### config.mk
export PLATFORM = sky130hd
export DESIGN_NAME = usb_audio_fill_feedback
export DESIGN_NICKNAME = d
export VERILOG_FILES = /design/src/rtl/uafb_pkg.sv /design/src/rtl/uafb_div.sv /design/src/rtl/usb_audio_fill_feedback.sv
export SDC_FILE = /design/constraint.sdc
export NUM_CORES = 1
export LEC_CHECK = 0
export BUFFER_PORTS_ARGS = -buffer_cell sky130_fd_sc_hd__buf_2
export CORE_MARGIN = 4
export CORE_UTILIZATION = 60
export DETAILED_ROUTE_END_ITERATION = 6
export MAX_ROUTING_LAYER = met4
export PLACE_DENSITY = 0.85
export SYNTH_ARGS = -nofsm -noshare
export SYNTH_HDL_FRONTEND = slang
export SYNTH_SLANG_ARGS = --single-unit
### constraint.sdc
create_clock -name i_clk -period 6.9 [get_ports i_clk]
set_input_delay 0 -clock i_clk [delete_from_list [all_inputs] [get_ports i_clk]]
set_output_delay 0 -clock i_clk [all_outputs]
set_load 0.05 [all_outputs]
### src/rtl/uafb_pkg.sv
`timescale 1ns / 1ps
// ----------------------------------------------------------------------------
// uafb_pkg
// Shared constants and types for the USB audio fill / feedback tracker.
// ----------------------------------------------------------------------------
package uafb_pkg;

    typedef logic [1:0] t_req;

    localparam t_req REQ_START  = 2'd0;
    localparam t_req REQ_PACKET = 2'd1;
    localparam t_req REQ_BUFFER = 2'd2;
    localparam t_req REQ_QUERY  = 2'd3;

    // register indexes on the APB port (word address = paddr[4:2])
    localparam logic [2:0] REG_PACKET_BYTES   = 3'd0;
    localparam logic [2:0] REG_BUFFER_BYTES   = 3'd1;
    localparam logic [2:0] REG_THRESHOLD_UP   = 3'd2;
    localparam logic [2:0] REG_THRESHOLD_DOWN = 3'd3;
    localparam logic [2:0] REG_NOMINAL_FB     = 3'd4;

    localparam int FB_W   = 25;
    localparam int FILL_W = 22;
    localparam int DVD_W  = 31;   // non-negative part of the signed fill
    localparam int DVS_W  = 11;   // packet_bytes

    localparam logic [FB_W-1:0]   FB_MAX       = '1;
    localparam logic [FILL_W-1:0] FILL_PKT_MAX = '1;
    localparam logic [31:0]       FILL_POS_MAX = 32'h7FFF_FFFF;
    localparam logic [31:0]       FILL_NEG_MIN = 32'h8000_0000;

endpackage

### src/rtl/uafb_div.sv
`timescale 1ns / 1ps
// ----------------------------------------------------------------------------
// uafb_div
// Restoring divider, one quotient bit per cycle.
// ----------------------------------------------------------------------------
module uafb_div (
    input  logic                      i_clk,
    input  logic                      i_rst_n,
    input  logic                      i_start,
    input  logic [uafb_pkg::DVD_W-1:0] i_dividend,
    input  logic [uafb_pkg::DVS_W-1:0] i_divisor,
    output logic                      o_done,
    output logic [uafb_pkg::DVD_W-1:0] o_quotient
);
    import uafb_pkg::*;

    localparam int CNT_W = $clog2(DVD_W);
    localparam logic [CNT_W-1:0] CNT_LAST = CNT_W'(DVD_W - 1);

    logic             r_busy, n_busy;
    logic             r_done, n_done;
    logic [CNT_W-1:0] r_cnt, n_cnt;
    logic [DVS_W-1:0] r_rem, n_rem;
    logic [DVD_W-1:0] r_quo, n_quo;
    logic [DVS_W-1:0] r_dvs, n_dvs;

    logic [DVS_W:0]   trial;
    logic [DVS_W:0]   diff;
    logic             fits;

    // dividend shifts out of the top of r_quo while quotient bits shift in
    assign trial = {r_rem, r_quo[DVD_W-1]};
    assign diff  = trial - {1'b0, r_dvs};
    assign fits  = (trial >= {1'b0, r_dvs});

    always_comb begin
        n_busy = r_busy;
        n_done = 1'b0;
        n_cnt  = r_cnt;
        n_rem  = r_rem;
        n_quo  = r_quo;
        n_dvs  = r_dvs;
        if (i_start) begin
            n_busy = 1'b1;
            n_cnt  = '0;
            n_rem  = '0;
            n_quo  = i_dividend;
            n_dvs  = i_divisor;
        end else if (r_busy) begin
            n_rem = fits ? diff[DVS_W-1:0] : trial[DVS_W-1:0];
            n_quo = {r_quo[DVD_W-2:0], fits};
            n_cnt = r_cnt + 1'b1;
            if (r_cnt == CNT_LAST) begin
                n_busy = 1'b0;
                n_done = 1'b1;
            end
        end
    end

    always_ff @(posedge i_clk) begin
        if (!i_rst_n) begin
            r_busy <= 1'b0;
            r_done <= 1'b0;
            r_cnt  <= '0;
        end else begin
            r_busy <= n_busy;
            r_done <= n_done;
            r_cnt  <= n_cnt;
        end
        r_rem <= n_rem;
        r_quo <= n_quo;
        r_dvs <= n_dvs;
    end

    assign o_done     = r_done;
    assign o_quotient = r_quo;

endmodule

### src/rtl/usb_audio_fill_feedback.sv
`timescale 1ns / 1ps
// ----------------------------------------------------------------------------
// usb_audio_fill_feedback
// Playout ring fill tracker and rate feedback for a USB asynchronous audio
// OUT endpoint. Fill in whole packets comes from a serial divider.
// ----------------------------------------------------------------------------
// channel   direction  handshake              payload
// event     in         i_valid / o_stall      i_req_type, i_packet_size, i_high_speed
// result    out        o_valid / i_stall      o_accepted, o_feedback_value,
//                                             o_feedback_word, o_buffer_index,
//                                             o_data_valid, o_fill_packets
// config    in         APB psel/penable/...   paddr, pwdata, prdata
//
// The accepting edge applies the event and starts the bit-serial divide of the
// fill by packet_bytes. S_DIV waits for the divide and captures the quotient;
// S_DONE finishes the feedback and loads the result register, then returns to
// S_IDLE, where the next event is taken.
// o_stall is high from the accepting edge until the result is loaded.
// A result held by i_stall delays loading of the next one; the next event is
// still taken while a finished result waits. Reset is synchronous, active low.
// ----------------------------------------------------------------------------
module usb_audio_fill_feedback #(
    parameter int BUFFER_COUNT = 8
) (
    input  logic        i_clk,
    input  logic        i_rst_n,
    // event channel
    input  logic        i_valid,
    output logic        o_stall,
    input  uafb_pkg::t_req i_req_type,
    input  logic [10:0] i_packet_size,
    input  logic        i_high_speed,
    // result channel
    output logic        o_valid,
    input  logic        i_stall,
    output logic        o_accepted,
    output logic [24:0] o_feedback_value,
    output logic [31:0] o_feedback_word,
    output logic [5:0]  o_buffer_index,
    output logic        o_data_valid,
    output logic [21:0] o_fill_packets,
    // configuration
    input  logic        psel,
    input  logic        penable,
    input  logic        pwrite,
    input  logic [4:0]  paddr,
    input  logic [31:0] pwdata,
    output logic [31:0] prdata,
    output logic        pready
);
    import uafb_pkg::*;

    localparam int IDX_W = $clog2(BUFFER_COUNT);
    localparam logic [IDX_W-1:0] IDX_LAST  = IDX_W'(BUFFER_COUNT - 1);
    localparam logic [IDX_W-1:0] IDX_START = IDX_W'(BUFFER_COUNT / 2 + 1);

    localparam logic [1:0] S_IDLE = 2'd0;
    localparam logic [1:0] S_DIV  = 2'd1;
    localparam logic [1:0] S_DONE = 2'd2;

    // configuration registers
    logic [10:0]     r_packet_bytes;
    logic [15:0]     r_buffer_bytes;
    logic [7:0]      r_thr_up;
    logic [7:0]      r_thr_down;
    logic [FB_W-1:0] r_nominal;

    // tracker state
    logic [1:0]       r_state, n_state;
    logic [IDX_W-1:0] r_index, n_index;
    logic             r_started, n_started;
    logic             r_dvalid, n_dvalid;
    logic [31:0]      r_fill, n_fill;
    logic [FB_W-1:0]  r_feedback, n_feedback;
    logic [7:0]       r_held_top, n_held_top;
    logic             r_acc, n_acc;
    logic [31:0]      r_word, n_word;
    logic [DVD_W-1:0] r_quo, n_quo;

    // result register
    logic             r_out_valid;
    logic             r_out_acc;
    logic [FB_W-1:0]  r_out_fb;
    logic [31:0]      r_out_word;
    logic [5:0]       r_out_index;
    logic             r_out_dvalid;
    logic [FILL_W-1:0] r_out_fill;

    logic             take_in;
    logic             cfg_wr;
    logic             out_free;
    logic             div_done;
    logic [DVD_W-1:0] div_quo;
    logic [DVS_W-1:0] divisor;
    logic [32:0]      fill_add;
    logic [32:0]      fill_sub;
    logic [IDX_W-1:0] index_inc;
    logic             over_up;
    logic             under_down;
    logic [FB_W-1:0]  fb_dec;
    logic [FB_W-1:0]  fb_inc;
    logic [FILL_W-1:0] fill_pkts;

    assign take_in  = i_valid && (r_state == S_IDLE);
    assign cfg_wr   = psel && penable && pwrite;
    assign out_free = !r_out_valid || !i_stall;
    assign divisor  = (r_packet_bytes == '0) ? DVS_W'(1) : r_packet_bytes;

    assign fill_add  = {r_fill[31], r_fill} + {22'd0, i_packet_size};
    assign fill_sub  = {r_fill[31], r_fill} - {17'd0, r_buffer_bytes};
    assign index_inc = (r_index == IDX_LAST) ? '0 : r_index + 1'b1;

    // negative fill reads as an unbounded quotient
    assign over_up    = r_fill[31] || (r_quo >= DVD_W'(r_thr_up));
    assign under_down = !r_fill[31] && (r_quo <= DVD_W'(r_thr_down));
    assign fb_dec     = (r_nominal == '0) ? '0 : r_nominal - 1'b1;
    assign fb_inc     = (r_nominal == FB_MAX) ? FB_MAX : r_nominal + 1'b1;
    assign fill_pkts  = (r_fill[31] || (r_quo[DVD_W-1:FILL_W] != '0))
                        ? FILL_PKT_MAX : r_quo[FILL_W-1:0];

    always_comb begin
        n_state    = r_state;
        n_index    = r_index;
        n_started  = r_started;
        n_dvalid   = r_dvalid;
        n_fill     = r_fill;
        n_feedback = r_feedback;
        n_held_top = r_held_top;
        n_acc      = r_acc;
        n_word     = r_word;
        n_quo      = r_quo;
        case (r_state)
            S_IDLE: begin
                if (take_in) begin
                    n_state = S_DIV;
                    n_acc   = 1'b0;
                    n_word  = '0;
                    case (i_req_type)
                        REQ_START: begin
                            n_index    = '0;
                            n_started  = 1'b0;
                            n_dvalid   = 1'b0;
                            n_fill     = '0;
                            n_feedback = r_nominal;
                        end
                        REQ_PACKET: begin
                            if (r_started || (r_index == IDX_START)) begin
                                n_started = 1'b1;
                                n_acc     = 1'b1;
                                n_fill    = (fill_add[32] != fill_add[31])
                                            ? FILL_POS_MAX : fill_add[31:0];
                            end
                        end
                        REQ_BUFFER: begin
                            n_index = index_inc;
                            if (r_dvalid) begin
                                n_fill = (fill_sub[32] != fill_sub[31])
                                         ? FILL_NEG_MIN : fill_sub[31:0];
                            end else if (r_started && (index_inc == '0)) begin
                                n_dvalid = 1'b1;
                            end
                        end
                        REQ_QUERY: begin
                            if (i_high_speed) begin
                                n_word = {4'd0, r_feedback[24:21], r_feedback[20:13],
                                          r_feedback[12:0], 3'd0};
                                n_held_top = {4'd0, r_feedback[24:21]};
                            end else begin
                                n_word = {r_held_top, r_feedback[19:0], 4'd0};
                            end
                        end
                        default: begin
                        end
                    endcase
                end
            end
            S_DIV: begin
                if (div_done) begin
                    n_quo   = div_quo;
                    n_state = S_DONE;
                end
            end
            S_DONE: begin
                if (out_free) begin
                    n_state = S_IDLE;
                    // only a counted packet steers the feedback
                    if (r_acc) begin
                        if (over_up) begin
                            n_feedback = fb_dec;
                        end else if (under_down) begin
                            n_feedback = fb_inc;
                        end else begin
                            n_feedback = r_nominal;
                        end
                    end
                end
            end
            default: begin
                n_state = S_IDLE;
            end
        endcase
    end

    uafb_div u_div (
        .i_clk      (i_clk),
        .i_rst_n    (i_rst_n),
        .i_start    (take_in),
        .i_dividend (n_fill[DVD_W-1:0]),
        .i_divisor  (divisor),
        .o_done     (div_done),
        .o_quotient (div_quo)
    );

    always_ff @(posedge i_clk) begin
        if (!i_rst_n) begin
            r_state    <= S_IDLE;
            r_index    <= '0;
            r_started  <= 1'b0;
            r_dvalid   <= 1'b0;
            r_fill     <= '0;
            r_feedback <= FB_W'(49152);
            r_held_top <= '0;
            r_acc      <= 1'b0;
        end else begin
            r_state    <= n_state;
            r_index    <= n_index;
            r_started  <= n_started;
            r_dvalid   <= n_dvalid;
            r_fill     <= n_fill;
            r_feedback <= n_feedback;
            r_held_top <= n_held_top;
            r_acc      <= n_acc;
        end
        r_word <= n_word;
        r_quo  <= n_quo;
    end

    // result register
    always_ff @(posedge i_clk) begin
        if (!i_rst_n) begin
            r_out_valid <= 1'b0;
        end else if ((r_state == S_DONE) && out_free) begin
            r_out_valid <= 1'b1;
        end else if (!i_stall) begin
            r_out_valid <= 1'b0;
        end
        if ((r_state == S_DONE) && out_free) begin
            r_out_acc    <= r_acc;
            r_out_fb     <= n_feedback;
            r_out_word   <= r_word;
            r_out_index  <= 6'(r_index);
            r_out_dvalid <= r_dvalid;
            r_out_fill   <= fill_pkts;
        end
    end

    // configuration registers
    always_ff @(posedge i_clk) begin
        if (!i_rst_n) begin
            r_packet_bytes <= 11'd384;
            r_buffer_bytes <= 16'd1024;
            r_thr_up       <= 8'd9;
            r_thr_down     <= 8'd4;
            r_nominal      <= FB_W'(49152);
        end else if (cfg_wr) begin
            case (paddr[4:2])
                REG_PACKET_BYTES:   r_packet_bytes <= pwdata[10:0];
                REG_BUFFER_BYTES:   r_buffer_bytes <= pwdata[15:0];
                REG_THRESHOLD_UP:   r_thr_up       <= pwdata[7:0];
                REG_THRESHOLD_DOWN: r_thr_down     <= pwdata[7:0];
                REG_NOMINAL_FB:     r_nominal      <= pwdata[FB_W-1:0];
                default: begin
                end
            endcase
        end
    end

    always_comb begin
        case (paddr[4:2])
            REG_PACKET_BYTES:   prdata = {21'd0, r_packet_bytes};
            REG_BUFFER_BYTES:   prdata = {16'd0, r_buffer_bytes};
            REG_THRESHOLD_UP:   prdata = {24'd0, r_thr_up};
            REG_THRESHOLD_DOWN: prdata = {24'd0, r_thr_down};
            REG_NOMINAL_FB:     prdata = {7'd0, r_nominal};
            default:            prdata = '0;
        endcase
    end

    assign pready           = 1'b1;
    assign o_stall          = (r_state != S_IDLE);
    assign o_valid          = r_out_valid;
    assign o_accepted       = r_out_acc;
    assign o_feedback_value = r_out_fb;
    assign o_feedback_word  = r_out_word;
    assign o_buffer_index   = r_out_index;
    assign o_data_valid     = r_out_dvalid;
    assign o_fill_packets   = r_out_fill;

endmodule
==> metrics.yaml <==
drtAntennaViolNets: 0
n_fill_cell: 2103
syn-instance-count: 1933
powerDensity_nw_per_um2: 224
die_h_um: 180
fmax_mhz: 206
rr_startpoint: "r_fill[19]$_SDFF_PN0_"
wl_met3_um: 5040
area_growth_pct: 12.6
drc: 0
grt_pass1_vias: 14500
drive_above_1_share: 0.119
dp_cells: 2345
crit_path_end_kind: "flip-flop"
die_w_um: 180
ctsResizeCount: 0
num_rows: 62
min_path_type: "input port to flip-flop"
post_cts_buffers: 0
io_pins: 180
synth_edf_count: 175
synth_top_cell_by_area: "edfxtp_1"
final_net_count: 2151
grt_overflow: 0
grt_pass1_wl_um: 79400
synthTopCellsByArea: "edfxtp_1 (30%), dfxtp_1 (18%), nand2_1 (4.7%)"
wirelength_um: 50700
firstDrtPassIters: 6
yosysTopAreaCellShare: 0.296
vias: 15400
port_buffers: 152
viasPerCell: 6.31
cts_tree: "done"
dr.max_layer_used: "met4"
regArea_um2: 8380
worstMarginPinSlew_ps: 1190
slew_violations: 0
ys_seq_elements: 331
outcome: "finished, final reports clean"
synthDistinctLibCells: 82
max_cap_viol_count: 0
met1_length_um: 20300
finClkSkew_ps: 21.6
fin_util: 0.692
setup_viol: 0
drt_iter0_drc: 1797
synth_area_um2: 17800
dp_hpwl_um: 35500
async_flop_share: 0
synth_most_common_cell: "nand2_1"
setup_tns_ps: 0
seq_area_frac_synth: 0.471
gr-usage-all-layers: 0.308
final_hold_viol_count: 0
vdd_drop_max_mv: 0.141
cp.required_ps: 7240
insertion_delay_ps: 520
critPathLaunchType: "flip-flop"
synthTopCellsByCount: "nand2_1 (225), edfxtp_1 (175), nor2_1 (164)"
cts_root_buffer: "clkbuf_16"
clock-sinks: 331
cts_max_level: 2
path_clk_slew_ps: 60
cts_buffers: 35
wl_met2_um: 23600
antennaDiodeCount: 0
antenna_found_initial: 0
hold_start: "i_packet_size[0]"
yosys_warnings: 0
core_area_um2: 28900
crit_type: "flip-flop to flip-flop"
routabilityCongestion: 1.02
place_ws_ps: 2310
path_cells: "nor3_1 -> nand2_1 -> or3_1 -> or4_1 -> nor3_1 -> nand2_1 -> a21oi_1 -> xnor2_1 -> ha_1 -> a21oi_1 -> buf_4 -> nand2_1 -> o21ai_0 -> a311o_1 -> a21oi_1 -> o31ai_1"
fin_ws_ps: 2050
fin_crit_ps: 4850
wl_per_cell_um: 20.8
cp_max_fo: 12
start_util: 0.615
fin_crit_sh: 0.703
slew_headroom: 0.198
synth_area_per_cell_um2: 9.20
fp.dieArea_um2: 32500
ys.flop_type: "edfxtp_1"
rsz0062_at_grt: "false"
slowest_delay_ps: 530
startpoint: "r_fill[19]$_SDFF_PN0_"
stdcell_count: 2435
max-clock-path-buffers: 3
p_leak_nw: 7.60
crit_slowest_cell: "or4_1"
grt_max_degree: 90
multiInputGateArea_um2: 8580
cp.arrival_ps: 5190
==> power by group <==
part	total, W	switching [W]	internal, W
Clock	0.00197	0.000779	0.00119
Sequential	0.00216	0.0000392	0.00212
Combinational	0.000355	0.000239	0.000116
Total	0.00449	0.00106	0.00343
==> state kept, by name, indices dropped and copies added (netlist names), 8 cells and up <==
| register | cells |
|---|---|
| o_feedback_value | 25 |
| u_div.o_quotient | 31 |
| r_thr_up | 8 |
| r_thr_down | 8 |
| r_fill | 32 |
| o_fill_packets | 22 |
| u_div.r_rem | 11 |
| o_feedback_word | 25 |
| r_nominal | 25 |
| u_div.r_dvs | 11 |
| r_packet_bytes | 11 |
| r_feedback | 25 |
| r_buffer_bytes | 16 |
| r_quo | 31 |
| r_word | 25 |
==> placed cells by master, fill, tap and decap left out, types with 54 or more instances in the layout <==
cell,synthesis,layout
nand2_1,225,225
edfxtp_1,175,175
nor2_1,164,162
dfxtp_1,156,156
a21oi_1,153,152
buf_2,4,152
o21ai_0,126,125
mux2i_1,75,75
inv_1,67,65
ha_1,64,64
nand3_1,55,55
nor3_1,56,54
==> path summary, 6_finish.rpt <==
path,cells after the start,slack (ps),end
worst min-delay path,6,40,r_fill[0]$_SDFF_PN0_
worst max-delay path,16,2050,u_div.o_quotient[13]$_DFFE_PP_
worst min register to register,0,420,o_feedback_word[9]$_DFFE_PP_
worst max register to register,16,2050,u_div.o_quotient[13]$_DFFE_PP_
==> metrics by stage <==
step / hold slack, ps / cell area, um2 / total power, W
2_1_floorplan: 124 / 17800 / 0.00244
3_3_place_gp: 235 / 18500 / 0.00252
3_5_place_dp: 237 / 18500 / 0.00253
4_1_cts: 42.2 / 20000 / 0.00450
5_1_grt: 90.5 / 20000 / 0.00462
6_report: 35.1 / 20000 / 0.00449
==> metal layers <==
metal	GRT usage	vias up
li1	-	7081
met1	0.407	7244
met2	0.489	893
met3	0.0420	144
met4	0.113	0
met5	-	-
==> area by class of cell <==
cell class                      instances  share of cell area
Inverter                               67              0.0126
Clock buffer                           43              0.0468
Tap cell                              384              0.0240
Sequential cell                       331               0.419
Timing Repair Buffer                  192              0.0565
Clock inverter                         19              0.0128
Multi-Input combinational cell       1399               0.429
==> critical path: cells and delay by family (launching register included) <==
family | cells | cell delay [ps]
compound gates | 6 | 1290
xor+xnor | 1 | 150
fa+ha+maj | 1 | 270
buf+inv | 1 | 210
flops | 1 | 390
simple gates | 7 | 2350
==> kinds of logic (layout without fill, tap and decap cells) <==
| kind of cell | count (synthesis) | in the layout | share of synthesized area |
|---|---|---|---|
| buffers and inverters | 219 | 321 | 0.0516 |
| and+or+nand+nor | 700 | 700 | 0.189 |
| muxes | 77 | 77 | 0.0435 |
| other | 2 | 18 | 0.000422 |
| AOI/OAI and AO/OA | 460 | 460 | 0.158 |
| xor gates and xnor gates | 77 | 77 | 0.0379 |
| DFF | 331 | 331 | 0.471 |
| adders and majority gates | 67 | 67 | 0.0484 |
==> repair_timing <==
item | 4_1_cts | 5_1_grt
setup endpoints to repair | 0 | 0
hold buffers | 28 | 0
hold endpoints to repair | 73 | 0
(Power assumes the default switching activity.)
